<file path="config.mk">
export PLATFORM = sky130hd
export DESIGN_NAME = onewire_bus_master_core
export DESIGN_NICKNAME = d
export VERILOG_FILES = /design/src/hw/rtl/owm_pkg.sv /design/src/hw/rtl/owm_csr.sv /design/src/hw/rtl/owm_engine.sv /design/src/hw/rtl/onewire_bus_master_core.sv
export VERILOG_INCLUDE_DIRS = /design/src /design/src/hw/rtl
export SDC_FILE = /design/constraint.sdc
export NUM_CORES = 1
export LEC_CHECK = 0
export BUFFER_PORTS_ARGS = -buffer_cell sky130_fd_sc_hd__buf_2
export CORE_MARGIN = 3
export CORE_UTILIZATION = 62
export DETAILED_ROUTE_END_ITERATION = 10
export PLACE_DENSITY_LB_ADDON = 0.3
export SLEW_MARGIN = 25
export SYNTH_ARGS = -nofsm -noshare
export SYNTH_HDL_FRONTEND = slang
export SYNTH_SLANG_ARGS = --single-unit
</file>
<file path="constraint.sdc">
create_clock -name clock -period 6.1 [get_ports clock]
set_input_delay 0.305 -clock clock [delete_from_list [all_inputs] [get_ports clock]]
set_output_delay 0.305 -clock clock [all_outputs]
set_load 0.005 [all_outputs]
</file>
<file path="src/hw/rtl/onewire_bus_master_core_assert.svh">
// assertion macros for the one-wire bus master
`ifndef ONEWIRE_BUS_MASTER_CORE_ASSERT_SVH
`define ONEWIRE_BUS_MASTER_CORE_ASSERT_SVH

// consequent checked in the same cycle
`define OWM_ASSERT_NOW(label, clk, rst, ante, cons) \
   label: assert property (@(posedge clk) disable iff (rst) (ante) |-> (cons)) \
      else $error("onewire bus master: same-cycle check failed");

// consequent checked in the cycle after the antecedent
`define OWM_ASSERT_NEXT(label, clk, rst, ante, cons) \
   label: assert property (@(posedge clk) disable iff (rst) (ante) |=> (cons)) \
      else $error("onewire bus master: next-cycle check failed");

`endif

</file>
<file path="src/hw/rtl/owm_pkg.sv">
// shared types and constants of the one-wire bus master
`timescale 1ns / 1ps

package owm_pkg;

   // widest timing register
   localparam int CFG_W = 10;

   localparam int RESET_LOW_W  = 10;
   localparam int PRESENCE_W   = 10;
   localparam int RECOVERY_W   = 10;
   localparam int SLOT_START_W = 6;
   localparam int SLOT_SAMPLE_W = 8;
   localparam int SLOT_TOTAL_W = 8;

   localparam logic [RESET_LOW_W-1:0]   RESET_LOW_DEF   = 10'd480;
   localparam logic [PRESENCE_W-1:0]    PRESENCE_DEF    = 10'd66;
   localparam logic [RECOVERY_W-1:0]    RECOVERY_DEF    = 10'd414;
   localparam logic [SLOT_START_W-1:0]  SLOT_START_DEF  = 6'd1;
   localparam logic [SLOT_SAMPLE_W-1:0] SLOT_SAMPLE_DEF = 8'd15;
   localparam logic [SLOT_TOTAL_W-1:0]  SLOT_TOTAL_DEF  = 8'd60;

   // register indexes
   localparam logic [2:0] REG_RESET_LOW   = 3'd0;
   localparam logic [2:0] REG_PRESENCE    = 3'd1;
   localparam logic [2:0] REG_RECOVERY    = 3'd2;
   localparam logic [2:0] REG_SLOT_START  = 3'd3;
   localparam logic [2:0] REG_SLOT_SAMPLE = 3'd4;
   localparam logic [2:0] REG_SLOT_TOTAL  = 3'd5;

   // command codes
   localparam logic [1:0] CMD_TICK  = 2'd0;
   localparam logic [1:0] CMD_RESET = 2'd1;
   localparam logic [1:0] CMD_BYTE  = 2'd2;

   // reset status codes
   localparam logic [1:0] STATUS_OK       = 2'd0;
   localparam logic [1:0] STATUS_NO_PRES  = 2'd1;
   localparam logic [1:0] STATUS_SHORT    = 2'd2;

   typedef struct packed {
      logic [RESET_LOW_W-1:0]   reset_low;
      logic [PRESENCE_W-1:0]    presence;
      logic [RECOVERY_W-1:0]    recovery;
      logic [SLOT_START_W-1:0]  slot_start;
      logic [SLOT_SAMPLE_W-1:0] slot_sample;
      logic [SLOT_TOTAL_W-1:0]  slot_total;
   } cfg_type;

   typedef struct packed {
      logic       drive_low;
      logic       busy_res;
      logic       done_res;
      logic [1:0] status;
      logic [7:0] read_byte;
      logic       ignored;
   } result_type;

endpackage

</file>
<file path="src/hw/rtl/owm_csr.sv">
// timing register file behind the apb-style port
`timescale 1ns / 1ps

module owm_csr (
   input  logic                 clock,
   input  logic                 reset,
   input  logic                 csr_psel,
   input  logic                 csr_penable,
   input  logic                 csr_pwrite,
   input  logic [4:0]           csr_paddr,
   input  logic [31:0]          csr_pwdata,
   output logic [31:0]          csr_prdata,
   output logic                 csr_pready,
   output owm_pkg::cfg_type     cfg
);

   owm_pkg::cfg_type cfg_ff, cfg_in;
   logic [2:0]       idx;
   logic             wr_en;

   assign idx   = csr_paddr[4:2];
   assign wr_en = csr_psel && csr_penable && csr_pwrite;
   assign csr_pready = 1'b1;

   always_comb begin
      cfg_in = cfg_ff;
      if (wr_en) begin
         unique case (idx)
            owm_pkg::REG_RESET_LOW:
               cfg_in.reset_low = csr_pwdata[owm_pkg::RESET_LOW_W-1:0];
            owm_pkg::REG_PRESENCE:
               cfg_in.presence = csr_pwdata[owm_pkg::PRESENCE_W-1:0];
            owm_pkg::REG_RECOVERY:
               cfg_in.recovery = csr_pwdata[owm_pkg::RECOVERY_W-1:0];
            owm_pkg::REG_SLOT_START:
               cfg_in.slot_start = csr_pwdata[owm_pkg::SLOT_START_W-1:0];
            owm_pkg::REG_SLOT_SAMPLE:
               cfg_in.slot_sample = csr_pwdata[owm_pkg::SLOT_SAMPLE_W-1:0];
            owm_pkg::REG_SLOT_TOTAL:
               cfg_in.slot_total = csr_pwdata[owm_pkg::SLOT_TOTAL_W-1:0];
            default: ;
         endcase
      end
   end

   always_ff @(posedge clock) begin
      if (reset) begin
         cfg_ff.reset_low   <= owm_pkg::RESET_LOW_DEF;
         cfg_ff.presence    <= owm_pkg::PRESENCE_DEF;
         cfg_ff.recovery    <= owm_pkg::RECOVERY_DEF;
         cfg_ff.slot_start  <= owm_pkg::SLOT_START_DEF;
         cfg_ff.slot_sample <= owm_pkg::SLOT_SAMPLE_DEF;
         cfg_ff.slot_total  <= owm_pkg::SLOT_TOTAL_DEF;
      end else begin
         cfg_ff <= cfg_in;
      end
   end

   always_comb begin
      unique case (idx)
         owm_pkg::REG_RESET_LOW:   csr_prdata = 32'(cfg_ff.reset_low);
         owm_pkg::REG_PRESENCE:    csr_prdata = 32'(cfg_ff.presence);
         owm_pkg::REG_RECOVERY:    csr_prdata = 32'(cfg_ff.recovery);
         owm_pkg::REG_SLOT_START:  csr_prdata = 32'(cfg_ff.slot_start);
         owm_pkg::REG_SLOT_SAMPLE: csr_prdata = 32'(cfg_ff.slot_sample);
         owm_pkg::REG_SLOT_TOTAL:  csr_prdata = 32'(cfg_ff.slot_total);
         default:                  csr_prdata = 32'd0;
      endcase
   end

   assign cfg = cfg_ff;

endmodule

</file>
<file path="src/hw/rtl/owm_engine.sv">
// bus sequencer: reset pulse and byte slots, advanced one beat per step
`timescale 1ns / 1ps

module owm_engine #(
   parameter int TIMER_BITS = 10
) (
   input  logic                 clock,
   input  logic                 reset,
   input  logic                 step,
   input  logic [1:0]           cmd,
   input  logic [7:0]           byte_value,
   input  logic                 line_level,
   input  owm_pkg::cfg_type     cfg,
   output owm_pkg::result_type  res
);

   `include "onewire_bus_master_core_assert.svh"

   localparam int CmpW = (TIMER_BITS > owm_pkg::CFG_W) ? TIMER_BITS : owm_pkg::CFG_W;
   localparam logic [TIMER_BITS-1:0] CntMax = {TIMER_BITS{1'b1}};

   typedef enum logic [7:0] {
      PH_IDLE      = 8'b0000_0001,
      PH_RST_LOW   = 8'b0000_0010,
      PH_RST_WAIT  = 8'b0000_0100,
      PH_RST_RECOV = 8'b0000_1000,
      PH_SLOT_LOW  = 8'b0001_0000,
      PH_SLOT_WAIT = 8'b0010_0000,
      PH_SLOT_REST = 8'b0100_0000,
      PH_SLOT_GAP  = 8'b1000_0000
   } phase_type;

   phase_type             phase_ff, phase_in;
   logic [TIMER_BITS-1:0] count_ff, count_in, count_inc;
   logic [7:0]            shift_ff, shift_in, shift_next;
   logic [3:0]            bits_ff, bits_in, bits_dec;
   logic                  nopres_ff, nopres_in;
   logic                  slot_bit_ff, slot_bit_in;
   logic                  drive_ff, drive_in;
   logic                  done, ignored;
   logic [1:0]            status;
   logic [7:0]            rbyte;

   // a limit the saturated counter cannot reach counts as reached
   function automatic logic reached(input logic [TIMER_BITS-1:0] cnt,
                                    input logic [owm_pkg::CFG_W-1:0] limit);
      logic [CmpW-1:0] c;
      logic [CmpW-1:0] l;
      c = CmpW'(cnt);
      l = CmpW'(limit);
      return (c >= l) || (cnt == CntMax);
   endfunction

   assign count_inc  = (count_ff == CntMax) ? count_ff : count_ff + TIMER_BITS'(1);
   assign shift_next = {slot_bit_ff, shift_ff[7:1]};
   assign bits_dec   = bits_ff - 4'd1;

   always_comb begin
      phase_in    = phase_ff;
      count_in    = count_ff;
      shift_in    = shift_ff;
      bits_in     = bits_ff;
      nopres_in   = nopres_ff;
      slot_bit_in = slot_bit_ff;
      drive_in    = drive_ff;
      done        = 1'b0;
      ignored     = 1'b0;
      status      = owm_pkg::STATUS_OK;
      rbyte       = 8'd0;

      if (cmd == owm_pkg::CMD_RESET || cmd == owm_pkg::CMD_BYTE) begin
         if (phase_ff != PH_IDLE) begin
            ignored = 1'b1;
         end else if (cmd == owm_pkg::CMD_RESET) begin
            drive_in  = 1'b1;
            count_in  = '0;
            nopres_in = 1'b0;
            phase_in  = PH_RST_LOW;
         end else begin
            shift_in    = byte_value;
            bits_in     = 4'd8;
            slot_bit_in = byte_value[0];
            drive_in    = 1'b1;
            count_in    = '0;
            phase_in    = PH_SLOT_LOW;
         end
      end else if (cmd == owm_pkg::CMD_TICK && phase_ff != PH_IDLE) begin
         count_in = count_inc;
         unique case (phase_ff)
            PH_RST_LOW: begin
               if (reached(count_inc, cfg.reset_low)) begin
                  drive_in = 1'b0;
                  count_in = '0;
                  phase_in = PH_RST_WAIT;
               end
            end
            PH_RST_WAIT: begin
               if (reached(count_inc, cfg.presence)) begin
                  nopres_in = line_level;
                  count_in  = '0;
                  phase_in  = PH_RST_RECOV;
               end
            end
            PH_RST_RECOV: begin
               if (reached(count_inc, cfg.recovery)) begin
                  // a line held low wins over a missing presence pulse
                  status   = !line_level ? owm_pkg::STATUS_SHORT
                           : (nopres_ff ? owm_pkg::STATUS_NO_PRES : owm_pkg::STATUS_OK);
                  done     = 1'b1;
                  phase_in = PH_IDLE;
               end
            end
            PH_SLOT_LOW: begin
               if (reached(count_inc, owm_pkg::CFG_W'(cfg.slot_start))) begin
                  if (slot_bit_ff) begin
                     drive_in = 1'b0;
                  end
                  phase_in = PH_SLOT_WAIT;
               end
            end
            PH_SLOT_WAIT: begin
               if (reached(count_inc, owm_pkg::CFG_W'(cfg.slot_sample))) begin
                  if (!line_level) begin
                     slot_bit_in = 1'b0;
                  end
                  phase_in = PH_SLOT_REST;
               end
            end
            PH_SLOT_REST: begin
               if (reached(count_inc, owm_pkg::CFG_W'(cfg.slot_total))) begin
                  drive_in = 1'b0;
                  shift_in = shift_next;
                  bits_in  = bits_dec;
                  if (bits_dec == 4'd0) begin
                     done     = 1'b1;
                     rbyte    = shift_next;
                     phase_in = PH_IDLE;
                  end else begin
                     phase_in = PH_SLOT_GAP;
                  end
               end
            end
            PH_SLOT_GAP: begin
               slot_bit_in = shift_ff[0];
               drive_in    = 1'b1;
               count_in    = '0;
               phase_in    = PH_SLOT_LOW;
            end
            default: ;
         endcase
      end
   end

   always_ff @(posedge clock) begin
      if (reset) begin
         phase_ff    <= PH_IDLE;
         count_ff    <= '0;
         shift_ff    <= 8'd0;
         bits_ff     <= 4'd0;
         nopres_ff   <= 1'b0;
         slot_bit_ff <= 1'b0;
         drive_ff    <= 1'b0;
      end else if (step) begin
         phase_ff    <= phase_in;
         count_ff    <= count_in;
         shift_ff    <= shift_in;
         bits_ff     <= bits_in;
         nopres_ff   <= nopres_in;
         slot_bit_ff <= slot_bit_in;
         drive_ff    <= drive_in;
      end
   end

   assign res.drive_low = drive_in;
   assign res.busy_res  = (phase_in != PH_IDLE);
   assign res.done_res  = done;
   assign res.status    = status;
   assign res.read_byte = rbyte;
   assign res.ignored   = ignored;

   `OWM_ASSERT_NEXT(a_done_to_idle, clock, reset, step && done, phase_ff == PH_IDLE)
   `OWM_ASSERT_NOW(a_slot_bits_left, clock, reset,
      phase_ff == PH_SLOT_LOW || phase_ff == PH_SLOT_WAIT ||
      phase_ff == PH_SLOT_REST || phase_ff == PH_SLOT_GAP, bits_ff != 4'd0)
   `OWM_ASSERT_NOW(a_reset_low_drives, clock, reset, phase_ff == PH_RST_LOW, drive_ff)
   `OWM_ASSERT_NOW(a_ignore_when_busy, clock, reset, ignored, phase_ff != PH_IDLE)
   `OWM_ASSERT_NOW(a_status_on_done, clock, reset, status != owm_pkg::STATUS_OK, done)

endmodule

</file>
<file path="src/hw/rtl/onewire_bus_master_core.sv">
// One-wire bus master. Each request beat is either a one-microsecond tick
// carrying the sampled bus level or a start command (bus reset or byte
// exchange); every request beat yields exactly one response beat with the
// drive level, busy, done, reset status, received byte and ignored flag.
// One beat is taken per clock cycle unless the input is held off: the beat
// is registered at the input, the sequencer updates its state as the beat
// moves on, and the response sits in an output register, so the response
// is offered after its beat has passed the input and output registers, and
// a stalled response holds off the input only once the input register is also full.
`timescale 1ns / 1ps

module onewire_bus_master_core #(
   parameter int TIMER_BITS = 10
) (
   input  logic        clock,
   input  logic        reset,
   input  logic        req_valid,
   output logic        req_ready,
   input  logic [1:0]  req_cmd,
   input  logic [7:0]  req_byte_value,
   input  logic        req_line_level,
   output logic        rsp_valid,
   input  logic        rsp_ready,
   output logic        rsp_drive_low,
   output logic        rsp_busy_res,
   output logic        rsp_done_res,
   output logic [1:0]  rsp_status,
   output logic [7:0]  rsp_read_byte,
   output logic        rsp_ignored,
   input  logic        csr_psel,
   input  logic        csr_penable,
   input  logic        csr_pwrite,
   input  logic [4:0]  csr_paddr,
   input  logic [31:0] csr_pwdata,
   output logic [31:0] csr_prdata,
   output logic        csr_pready
);

   owm_pkg::cfg_type    cfg;
   owm_pkg::result_type res, res_ff;

   logic       in_vld_ff, in_vld_in;
   logic [1:0] cmd_ff;
   logic [7:0] byte_ff;
   logic       line_ff;
   logic       out_vld_ff, out_vld_in;
   logic       step;

   // the held beat moves on when the response register is free or draining
   assign step      = in_vld_ff && (!out_vld_ff || rsp_ready);
   assign req_ready = !in_vld_ff || step;

   assign in_vld_in  = (req_valid && req_ready) || (in_vld_ff && !step);
   assign out_vld_in = step || (out_vld_ff && !rsp_ready);

   always_ff @(posedge clock) begin
      if (reset) begin
         in_vld_ff  <= 1'b0;
         out_vld_ff <= 1'b0;
      end else begin
         in_vld_ff  <= in_vld_in;
         out_vld_ff <= out_vld_in;
      end
   end

   always_ff @(posedge clock) begin
      if (req_valid && req_ready) begin
         cmd_ff  <= req_cmd;
         byte_ff <= req_byte_value;
         line_ff <= req_line_level;
      end
      if (step) begin
         res_ff <= res;
      end
   end

   owm_csr u_csr (
      .clock       (clock),
      .reset       (reset),
      .csr_psel    (csr_psel),
      .csr_penable (csr_penable),
      .csr_pwrite  (csr_pwrite),
      .csr_paddr   (csr_paddr),
      .csr_pwdata  (csr_pwdata),
      .csr_prdata  (csr_prdata),
      .csr_pready  (csr_pready),
      .cfg         (cfg)
   );

   owm_engine #(
      .TIMER_BITS (TIMER_BITS)
   ) u_engine (
      .clock      (clock),
      .reset      (reset),
      .step       (step),
      .cmd        (cmd_ff),
      .byte_value (byte_ff),
      .line_level (line_ff),
      .cfg        (cfg),
      .res        (res)
   );

   assign rsp_valid     = out_vld_ff;
   assign rsp_drive_low = res_ff.drive_low;
   assign rsp_busy_res  = res_ff.busy_res;
   assign rsp_done_res  = res_ff.done_res;
   assign rsp_status    = res_ff.status;
   assign rsp_read_byte = res_ff.read_byte;
   assign rsp_ignored   = res_ff.ignored;

endmodule
</file>
==> run metrics, run 1 <==
hold path depth 1; R2R cell count 14; Initial Util 0.642; Worst Path Max Fanout 10; Setup Fix Bufs, Post-CTS 0; clock latency on the worst-skew pair 370 ps; fin nets 972; share of cells above drive strength 1 0.121; worst-path cell chain ha_1 -> and2_1 -> and3_1 -> xnor2_1 -> ha_1 -> nand2b_1 -> a2111oi_0 -> o31a_1 -> o21ai_0 -> o21ai_0 -> nor2_1 -> a211oi_1 -> and4_1 -> o2111ai_1; status finished clean; Final period util 0.755; hold_ws 107 ps; Seq/Total Area, Yosys 0.353; Die H 113 um; worst-margin pin slew 1040 ps; DRC violations left 0; fin crit period 4610 ps; R2R Path Start u_engine.count_ff[1]; EDFF count, synth 25; Max VDD drop 0.223 mV; Iter 0 DRT Violations 632; vias in the first global route 5867; total number of vias 6213; CTS sink cnt 112; Clock Tree Buf Depth 2; CTS resizes 0; core area 0.0110 sq mm; Root Driver clkbuf_16; R2R Setup Slk 1490 ps; RSZ-0062 raised after global routing false; largest net degree at the start of global routing 63; Crit path arrival time 4700 ps; Final Hold Fails 0; Post-synth top cells nand2_1 (88), nor2_1 (88), dfxtp_1 (87); Yosys reg bits 112; Hold Path Origin req_byte_value[0]; startpoint types flip-flop; relative slew slack 0.307; dominant cell type by area after synthesis dfxtp_1; Slowest cell on crit path dfxtp_1; DR pass1 iterations 6; die width 113 um; TritonCTS clock tree built; Power Density 202 mW/mm^2; row count 38; Placer Congestion 0.923; Yosys cell types 76; MaxCap Viol Count 0; warning count from the yosys run 0; largest cells by area after synthesis dfxtp_1 (25%), edfxtp_1 (11%), ha_1 (10%); Synth Cell Area 0.00705 sq mm; PortBufs 56; setup TNS 0 ps; Routed Antenna Nets 0; vias per cell 6.18; Synth Instances 832; Final HPWL DP 12900 um; Post-CTS Hold Fix Bufs 0; GRT Util Overall 0.284; Worst Hold End byte_ff[0]; main flop type after synthesis dfxtp_1; Diodes inserted 0; crit end category flip-flop; Final Max Tran Viols 0; Hold Path Class in -> reg; Worst-path clk slew 80 ps; total I/O pin count 104; Area growth, synth to finish 7.27%; Place WS 1650 ps; crit path kind reg -> reg; Overall Power 1530 uW; Setup WS post-layout 1490 ps; initial antenna violation count 0; first-pass GRT wire length 29000 um; Die ar. 0.0127 sq mm; Finish-stage setup viols 0; Max Clk Rate 217 MHz; leakage 0.00320 uW; Yosys top cell area share 0.247; DR WL/cell 17.6 um; skew final 8.09 ps; Max stage delay on crit path 450 ps; Async S/R FF share, synth 0; final core utilization 0.689; CTS buffer count 9; Critical Path RT 6200 ps; routed wire length 17700 um; H-tree depth 3; gr ovfl total 0; syn avg cell area 8.48 sq um; reg-to-reg endpoint rsp_busy_res
worst max-delay path by stage:
stage,slack (ps),cells after the start,startpoint,endpoint
global route,1200,14,u_engine.count_ff[1],rsp_busy_res
finish,1490,14,u_engine.count_ff[1],rsp_busy_res
CTS,1620,14,u_engine.count_ff[1],rsp_busy_res
detailed placement,1650,14,u_engine.count_ff[1],rsp_busy_res
global placement,1700,14,u_engine.count_ff[1],rsp_busy_res
floorplan,2480,16,u_engine.count_ff[0],rsp_busy_res
sequential cells by signal, indices dropped and copies added (netlist names):
name,cells
byte_ff,8
cmd_ff,2
in_vld_ff,1
line_ff,1
rsp_busy_res,1
rsp_done_res,1
rsp_drive_low,1
rsp_ignored,1
rsp_read_byte,8
rsp_status,2
rsp_valid,1
u_csr.cfg,52
u_engine.bits_ff,4
u_engine.count_ff,10
u_engine.drive_ff,1
u_engine.nopres_ff,1
u_engine.phase_ff,8
u_engine.shift_ff,8
u_engine.slot_bit_ff,1
cell usage in the layout (no fill, tap or decap), types with 20 or more instances in the layout:
cell / instances
nand2_1: 88
nor2_1: 88
dfxtp_1: 87
inv_1: 60
a21oi_1: 60
ha_1: 57
buf_2: 56
o21ai_0: 34
mux2i_1: 32
o211ai_1: 28
edfxtp_1: 25
conb_1: 23
a22oi_1: 20
cell families after synthesis:
logic type                 Yosys count  share of synthesized area
and+or+nand+nor                    285                      0.199
AOI/OAI and AO/OA                  209                      0.198
buffers and inverters              126                     0.0851
DFF                                112                      0.353
adders and majority gates           57                      0.101
muxes                               37                     0.0566
xor gates and xnor gates             4                    0.00603
other                                2                    0.00106
report_power, final:
| part | switching, uW | internal [uW] |
|---|---|---|
| combinational | 93.8 | 53.2 |
| clock | 305 | 291 |
| sequential | 12.3 | 775 |
| total | 411 | 1120 |
metrics by stage:
| stage | std cells | instance area [sq um] |
|---|---|---|
| floorplan | 853 | 7130 |
| global placement | 989 | 7270 |
| detailed placement | 989 | 7270 |
| CTS | 1005 | 7570 |
| global route | 1005 | 7570 |
| finish | 1005 | 7570 |
worst max-delay path: cells and delay by family, from the launching register on:
| kind | cells | cell delay (ps) |
|---|---|---|
| compound gates | 6 | 1760 |
| flops | 1 | 450 |
| simple gates | 5 | 1130 |
| fa+ha+maj | 2 | 640 |
| xor+xnor | 1 | 330 |
area by class of cell:
| type | instances | area, sq um |
|---|---|---|
| multi-input combinational | 615 | 4060 |
| clock buffer | 9 | 225 |
| inverter | 61 | 229 |
| tap | 140 | 175 |
| fill | 871 | 3420 |
| clock inverter | 7 | 70.1 |
| sequential | 112 | 2490 |
| timing repair buffer | 61 | 318 |
routing by layer:
metal,vias up,wire length (um),GRT usage
li1,2988,-,-
met1,2879,7900,0.391
met2,312,7870,0.443
met3,34,1470,0.0539
met4,0,434,0.107
met5,-,0,0
(Power assumes the default switching activity.)
==> inputs of run 2 (changes only) <==
--- a/config.mk
+++ b/config.mk
@@ -8,7 +8,7 @@
 export LEC_CHECK = 0
 export BUFFER_PORTS_ARGS = -buffer_cell sky130_fd_sc_hd__buf_2
 export CORE_MARGIN = 3
-export CORE_UTILIZATION = 62
+export CORE_UTILIZATION = 52
 export DETAILED_ROUTE_END_ITERATION = 10
 export PLACE_DENSITY_LB_ADDON = 0.3
 export SLEW_MARGIN = 25
==> constraint.sdc (replaced) <==
create_clock -name clock -period 4 [get_ports clock]
set_input_delay 0.2 -clock clock [delete_from_list [all_inputs] [get_ports clock]]
set_output_delay 0.2 -clock clock [all_outputs]
set_load 0.005 [all_outputs]
==> run 2 against run 1 <==
Against the previous run: via count down 1.9%; combinational power up 56%; clock power up 51%; largest cell class unchanged; largest power group unchanged; critical path type unchanged; sequential share of layout area down 0.93 points; routed wire length up 0.76%; register-to-register slack worse by 1200 ps; utilization down 8.7 points; global-route usage down 3.9 points; sequential power up 52%; first-iteration DRC count down 12%; worst hold slack worse by 95 ps.
==> run metrics, run 2 (synthesized netlist as in run 1, its figures left out) <==
non-filler cells, final 1057 (was 1005); Finish-stage setup viols 0 (unchanged); routed wire length 17800 um (was 17700 um); TritonCTS clock tree built (unchanged); relative slew slack 0.320 (was 0.307); DRC violations left 0 (unchanged); crit path kind reg -> reg (unchanged); leakage 0.00330 uW (was 0.00320 uW); Root Driver clkbuf_16 (unchanged); Largest register FFs 52 (unchanged); die width 122 um (was 113 um); hold_ws 11.4 ps (was 107 ps); startpoint types flip-flop (unchanged); status finished clean (unchanged); first-pass GRT wire length 28800 um (was 29000 um); Max Clk Rate 268 MHz (was 217 MHz); Hold Path Class in -> reg (unchanged); Max VDD drop 0.334 mV (was 0.223 mV); family with the most delay on the worst path compound AO/OA/AOI/OAI gates (unchanged); gr ovfl total 0 (unchanged); Power Density 299 mW/mm^2 (was 202 mW/mm^2); Clock Tree Buf Depth 2 (unchanged); Iter 0 DRT Violations 559 (was 632); worst-margin pin slew 1020 ps (was 1040 ps); core area 0.0129 sq mm (was 0.0110 sq mm); vias per cell 5.76 (was 6.18); GRT Util Overall 0.244 (was 0.284); fin nets 992 (was 972); DR WL/cell 16.8 um (was 17.6 um); Worst Path Max Fanout 9 (was 10); Critical Path RT 4080 ps (was 6200 ps); commonest non-fill, non-tap cells in the layout nand2_1 (88), nor2_1 (88), dfxtp_1 (87) (unchanged); clock latency on the worst-skew pair 360 ps (was 370 ps); Fill cells 1183 (was 871); share of cells above drive strength 1 0.141 (was 0.121); Setup Fix Bufs, Post-CTS 0 (unchanged); Area growth, synth to finish 10.4% (was 7.27%); total I/O pin count 104 (unchanged); largest net degree at the start of global routing 62 (was 63); Initial Util 0.546 (was 0.642); H-tree depth 3 (unchanged); worst-path cell chain ha_1 -> and2_1 -> buf_4 -> a21oi_1 -> a21oi_1 -> ha_1 -> nand3_1 -> o31a_1 -> o211a_1 -> o21ai_2 -> a31oi_1 -> a2111oi_1 -> and4_1 -> o2111ai_1 (was ha_1 -> and2_1 -> and3_1 -> xnor2_1 -> ha_1 -> nand2b_1 -> a2111oi_0 -> o31a_1 -> o21ai_0 -> o21ai_0 -> nor2_1 -> a211oi_1 -> and4_1 -> o2111ai_1); PortBufs 56 (unchanged); MaxCap Viol Count 0 (unchanged); skew final 11.5 ps (was 8.09 ps); Routed Antenna Nets 0 (unchanged); vias in the first global route 5733 (was 5867); Final Max Tran Viols 0 (unchanged); row count 41 (was 38); Die ar. 0.0150 sq mm (was 0.0127 sq mm); Crit path arrival time 3820 ps (was 4700 ps); setup TNS 0 ps (unchanged); Diodes inserted 0 (unchanged); CTS buffer count 9 (unchanged); Slowest cell on crit path a21oi_1 (was dfxtp_1); CTS sink cnt 112 (unchanged); Final period util 0.933 (was 0.755); total number of vias 6093 (was 6213); Final HPWL DP 13100 um (was 12900 um); Die H 122 um (was 113 um); Post-Place Cells 1039 (was 989); DR pass1 iterations 5 (was 6); Max stage delay on crit path 570 ps (was 450 ps); number of buffers and inverters on the critical path 1 (was 0); RSZ-0062 raised after global routing false (unchanged); Worst-path clk slew 70 ps (was 80 ps); crit end category flip-flop (unchanged); fin crit period 3730 ps (was 4610 ps); Final Hold Fails 0 (unchanged); Placer Congestion 0.960 (was 0.923); initial antenna violation count 0 (unchanged)
[run 2: final cells by class]
type,instances,area [sq um],share of cell area
multi-input combinational,615,4090,0.525
sequential,112,2490,0.320
tap,172,215,0.0276
inverter,61,229,0.0294
clock inverter,4,33.8,0.00434
timing repair buffer,81,473,0.0607
clock buffer,12,256,0.0329
[run 2: layer usage]
layer	vias up	part of all wire	global-route usage
met5	-	0	0
met4	0	0.015	0.0637
met3	18	0.069	0.0530
met2	227	0.45	0.384
met1	2840	0.46	0.342
li1	3008	-	-
[run 2: timing repair]
item                                    4_1_cts  5_1_grt
endpoints found under the setup margin        0        1
gates resized for setup                       0        8
hold buffers                                  0        2
endpoints found under the hold margin         0        2
[run 2: report_power, final]
| part | internal, uW | total [uW] | switching, uW | leakage [uW] |
|---|---|---|---|---|
| Combinational | 85.3 | 230 | 145 | 0.00222 |
| Sequential | 1180 | 1200 | 18.6 | 0.000938 |
| Clock | 465 | 898 | 434 | 0.000145 |
[run 2: worst paths after layout]
kind         cells past startpoint                 start  slack, ps       endpoint
min reg2reg                      2         u_csr.cfg[40]        480  u_csr.cfg[40]
max                             14  u_engine.count_ff[0]        270   rsp_busy_res
min                              1     req_byte_value[4]         10     byte_ff[4]
max reg2reg                     14  u_engine.count_ff[0]        270   rsp_busy_res
[run 2: per-stage QoR]
| step | setup WS [ps] | utilization | power [uW] | area [sq um] |
|---|---|---|---|---|
| final | 266 | 0.602 | 2330 | 7790 |
| after detailed placement | 121 | 0.577 | 1450 | 7460 |
| after global placement | 148 | 0.576 | 1450 | 7450 |
| after CTS | 80.8 | 0.599 | 2340 | 7750 |
| after floorplan | 378 | - | 1390 | 7130 |
| after global routing | 17.5 | 0.602 | 2420 | 7790 |
==> inputs of run 3 (changes only) <==
--- a/config.mk
+++ b/config.mk
@@ -7,8 +7,11 @@
 export NUM_CORES = 1
 export LEC_CHECK = 0
 export BUFFER_PORTS_ARGS = -buffer_cell sky130_fd_sc_hd__buf_2
+export CELL_PAD_IN_SITES_DETAIL_PLACEMENT = 1
+export CELL_PAD_IN_SITES_GLOBAL_PLACEMENT = 1
 export CORE_MARGIN = 3
-export CORE_UTILIZATION = 52
+export CORE_UTILIZATION = 39
+export CTS_BUF_LIST = sky130_fd_sc_hd__clkbuf_16
 export DETAILED_ROUTE_END_ITERATION = 10
 export PLACE_DENSITY_LB_ADDON = 0.3
 export SLEW_MARGIN = 25
==> run 3 against run 2 <==
Against the previous run: global-route usage shrank 2.6 points; critical path depth grew 3; routed wire length up 20%; sequential share of layout area shrank 0.96 points; combinational power up 7%; non-clock buffer count is 18 higher; sequential power barely moved; worst hold slack improved by 0.70 ps; clock skew is 2.1 ps lower; via count up 4.8%; die area grew 32%.
==> run metrics, run 3 (synthesized netlist as in run 1, its figures left out) <==
status finished clean (unchanged); relative slew slack 0.390 (was 0.320); total number of vias 6386 (was 6093); Final HPWL DP 15600 um (was 13100 um); H-tree depth 3 (unchanged); Iter 0 DRT Violations 360 (was 559); initial antenna violation count 0 (unchanged); die width 140 um (was 122 um); Root Driver clkbuf_16 (unchanged); DR WL/cell 19.0 um (was 16.8 um); Max stage delay on crit path 450 ps (was 570 ps); fin nets 1010 (was 992); crit path kind reg -> reg (unchanged); vias per cell 5.66 (was 5.76); Worst-path clk slew 90 ps (was 70 ps); skew final 9.41 ps (was 11.5 ps); PortBufs 56 (unchanged); Hold Path Class in -> reg (unchanged); number of buffers and inverters on the critical path 4 (was 1); MaxCap Viol Count 0 (unchanged); CTS buffer count 9 (unchanged); CP Capture Point rsp_busy_res (unchanged); hold_ws 12.1 ps (was 11.4 ps); Slowest cell on crit path a2111oi_1 (was a21oi_1); share of cells above drive strength 1 0.156 (was 0.141); Placer Congestion 0.876 (was 0.960); Die ar. 0.0197 sq mm (was 0.0150 sq mm); Clock Tree Buf Depth 2 (unchanged); Most common cell on crit path buf_4; reg-to-reg endpoint rsp_busy_res (unchanged); RSZ-0062 raised after global routing false (unchanged); crit end category flip-flop (unchanged); Final Hold Fails 0 (unchanged); Largest register FFs 52 (unchanged); worst-margin pin slew 910 ps (was 1020 ps); DR pass1 iterations 5 (unchanged); worst-path cell chain ha_1 -> and2_1 -> buf_12 -> a211oi_2 -> xor2_2 -> buf_4 -> buf_4 -> ha_1 -> a2111oi_1 -> o21ai_0 -> o22ai_1 -> o21ai_2 -> buf_4 -> o211ai_1 -> o21ai_0 -> and4_1 -> o2111ai_1 (was ha_1 -> and2_1 -> buf_4 -> a21oi_1 -> a21oi_1 -> ha_1 -> nand3_1 -> o31a_1 -> o211a_1 -> o21ai_2 -> a31oi_1 -> a2111oi_1 -> and4_1 -> o2111ai_1); fin crit period 3740 ps (was 3730 ps); first-pass GRT wire length 34500 um (was 28800 um); clock latency on the worst-skew pair 370 ps (was 360 ps); row count 48 (was 41); largest net degree at the start of global routing 62 (unchanged); commonest non-fill, non-tap cells in the layout nand2_1 (88), nor2_1 (88), dfxtp_1 (87) (unchanged); Setup crit start u_engine.count_ff[0] (unchanged); vias in the first global route 6343 (was 5733); Max Clk Rate 267 MHz (was 268 MHz); Post-Place Cells 1101 (was 1039); Final period util 0.936 (was 0.933); setup TNS 0 ps (unchanged); Overall Power 2400 uW (was 2330 uW); CTS sink cnt 112 (unchanged); Finish-stage setup viols 0 (unchanged); Setup WS post-layout 256 ps (was 266 ps); Area growth, synth to finish 13.8% (was 10.4%); routed wire length 21400 um (was 17800 um); Power Density 299 mW/mm^2 (about the same); gr ovfl total 0 (unchanged); non-filler cells, final 1128 (was 1057); Initial Util 0.404 (was 0.546); Place WS 78.3 ps (was 121 ps); R2R Setup Slk 260 ps (was 270 ps); Critical Path RT 4200 ps (was 4080 ps); DRC violations left 0 (unchanged); core area 0.0175 sq mm (was 0.0129 sq mm); Die H 140 um (was 122 um); Final Max Tran Viols 0 (unchanged); Crit path arrival time 3940 ps (was 3820 ps); Crit path depth 17 (was 14); Routed Antenna Nets 0 (unchanged); family with the most delay on the worst path compound AO/OA/AOI/OAI gates (unchanged); startpoint types flip-flop (unchanged); Diodes inserted 0 (unchanged); TritonCTS clock tree built (unchanged); R2R Path Start u_engine.count_ff[0] (unchanged); Worst Path Max Fanout 9 (unchanged); R2R cell count 17 (was 14); Max VDD drop 0.202 mV (was 0.334 mV); leakage 0.00340 uW (was 0.00330 uW); total I/O pin count 104 (unchanged); GRT Util Overall 0.218 (was 0.244)
==> run 3: area by class of cell <==
type                            instances  area (sq um)
Clock buffer                            9           225
Multi-Input combinational cell        615          4080
Tap cell                              225           282
Fill cell                            2074          9450
Clock inverter                          7          81.3
Sequential cell                       112          2490
Timing Repair Buffer                   99           633
Inverter                               61           229
==> run 3: timing repair <==
action / CTS / global route
hold buffers: 6 / 1
setup buffers: 0 / 4
hold endpoints to repair: 6 / 1
setup endpoints to repair: 0 / 2
resized for setup: 0 / 9
==> run 3: through the flow <==
| step | cell area [sq um] | util |
|---|---|---|
| 2_1_floorplan | 7130 | - |
| 3_3_place_gp | 7590 | 0.434 |
| 3_5_place_dp | 7590 | 0.434 |
| 4_1_cts | 7960 | 0.455 |
| 5_1_grt | 8030 | 0.459 |
| 6_report | 8030 | 0.459 |
==> run 3: worst min path at each step <==
stage / from / end / slack [ps] / depth (start not counted)
floorplan: req_byte_value[0] / byte_ff[0] / 300 / 0
global placement: req_cmd[1] / cmd_ff[1] / 380 / 1
detailed placement: req_byte_value[2] / byte_ff[2] / 380 / 1
CTS: req_cmd[0] / cmd_ff[0] / 1 / 1
global route: req_byte_value[7] / byte_ff[7] / 2 / 1
finish: req_byte_value[7] / byte_ff[7] / 10 / 1
==> run 3: where the power goes <==
part           internal (uW)  total, uW  switching, uW  leakage (uW)
logic                   88.9        245            156       0.00231
registers               1180       1200           19.1      0.000938
clock network            452        956            504      0.000150
==> run 3: worst reg2reg max path: stages, from the launching register on <==
cell,delay (ps)
dfxtp_1,330
ha_1,240
and2_1,210
buf_12,150
a211oi_2,250
xor2_2,220
buf_4,160
buf_4,110
ha_1,240
a2111oi_1,450
o21ai_0,150
o22ai_1,190
o21ai_2,100
buf_4,170
o211ai_1,150
o21ai_0,170
and4_1,190
o2111ai_1,100
==> run 3: routing by layer <==
metal | track usage | wire, um | share of wire
met1 | 0.307 | 10400 | 0.49
met2 | 0.351 | 9870 | 0.46
met3 | 0.0287 | 779 | 0.036
met4 | 0.0617 | 337 | 0.016
met5 | 0 | 0 | 0
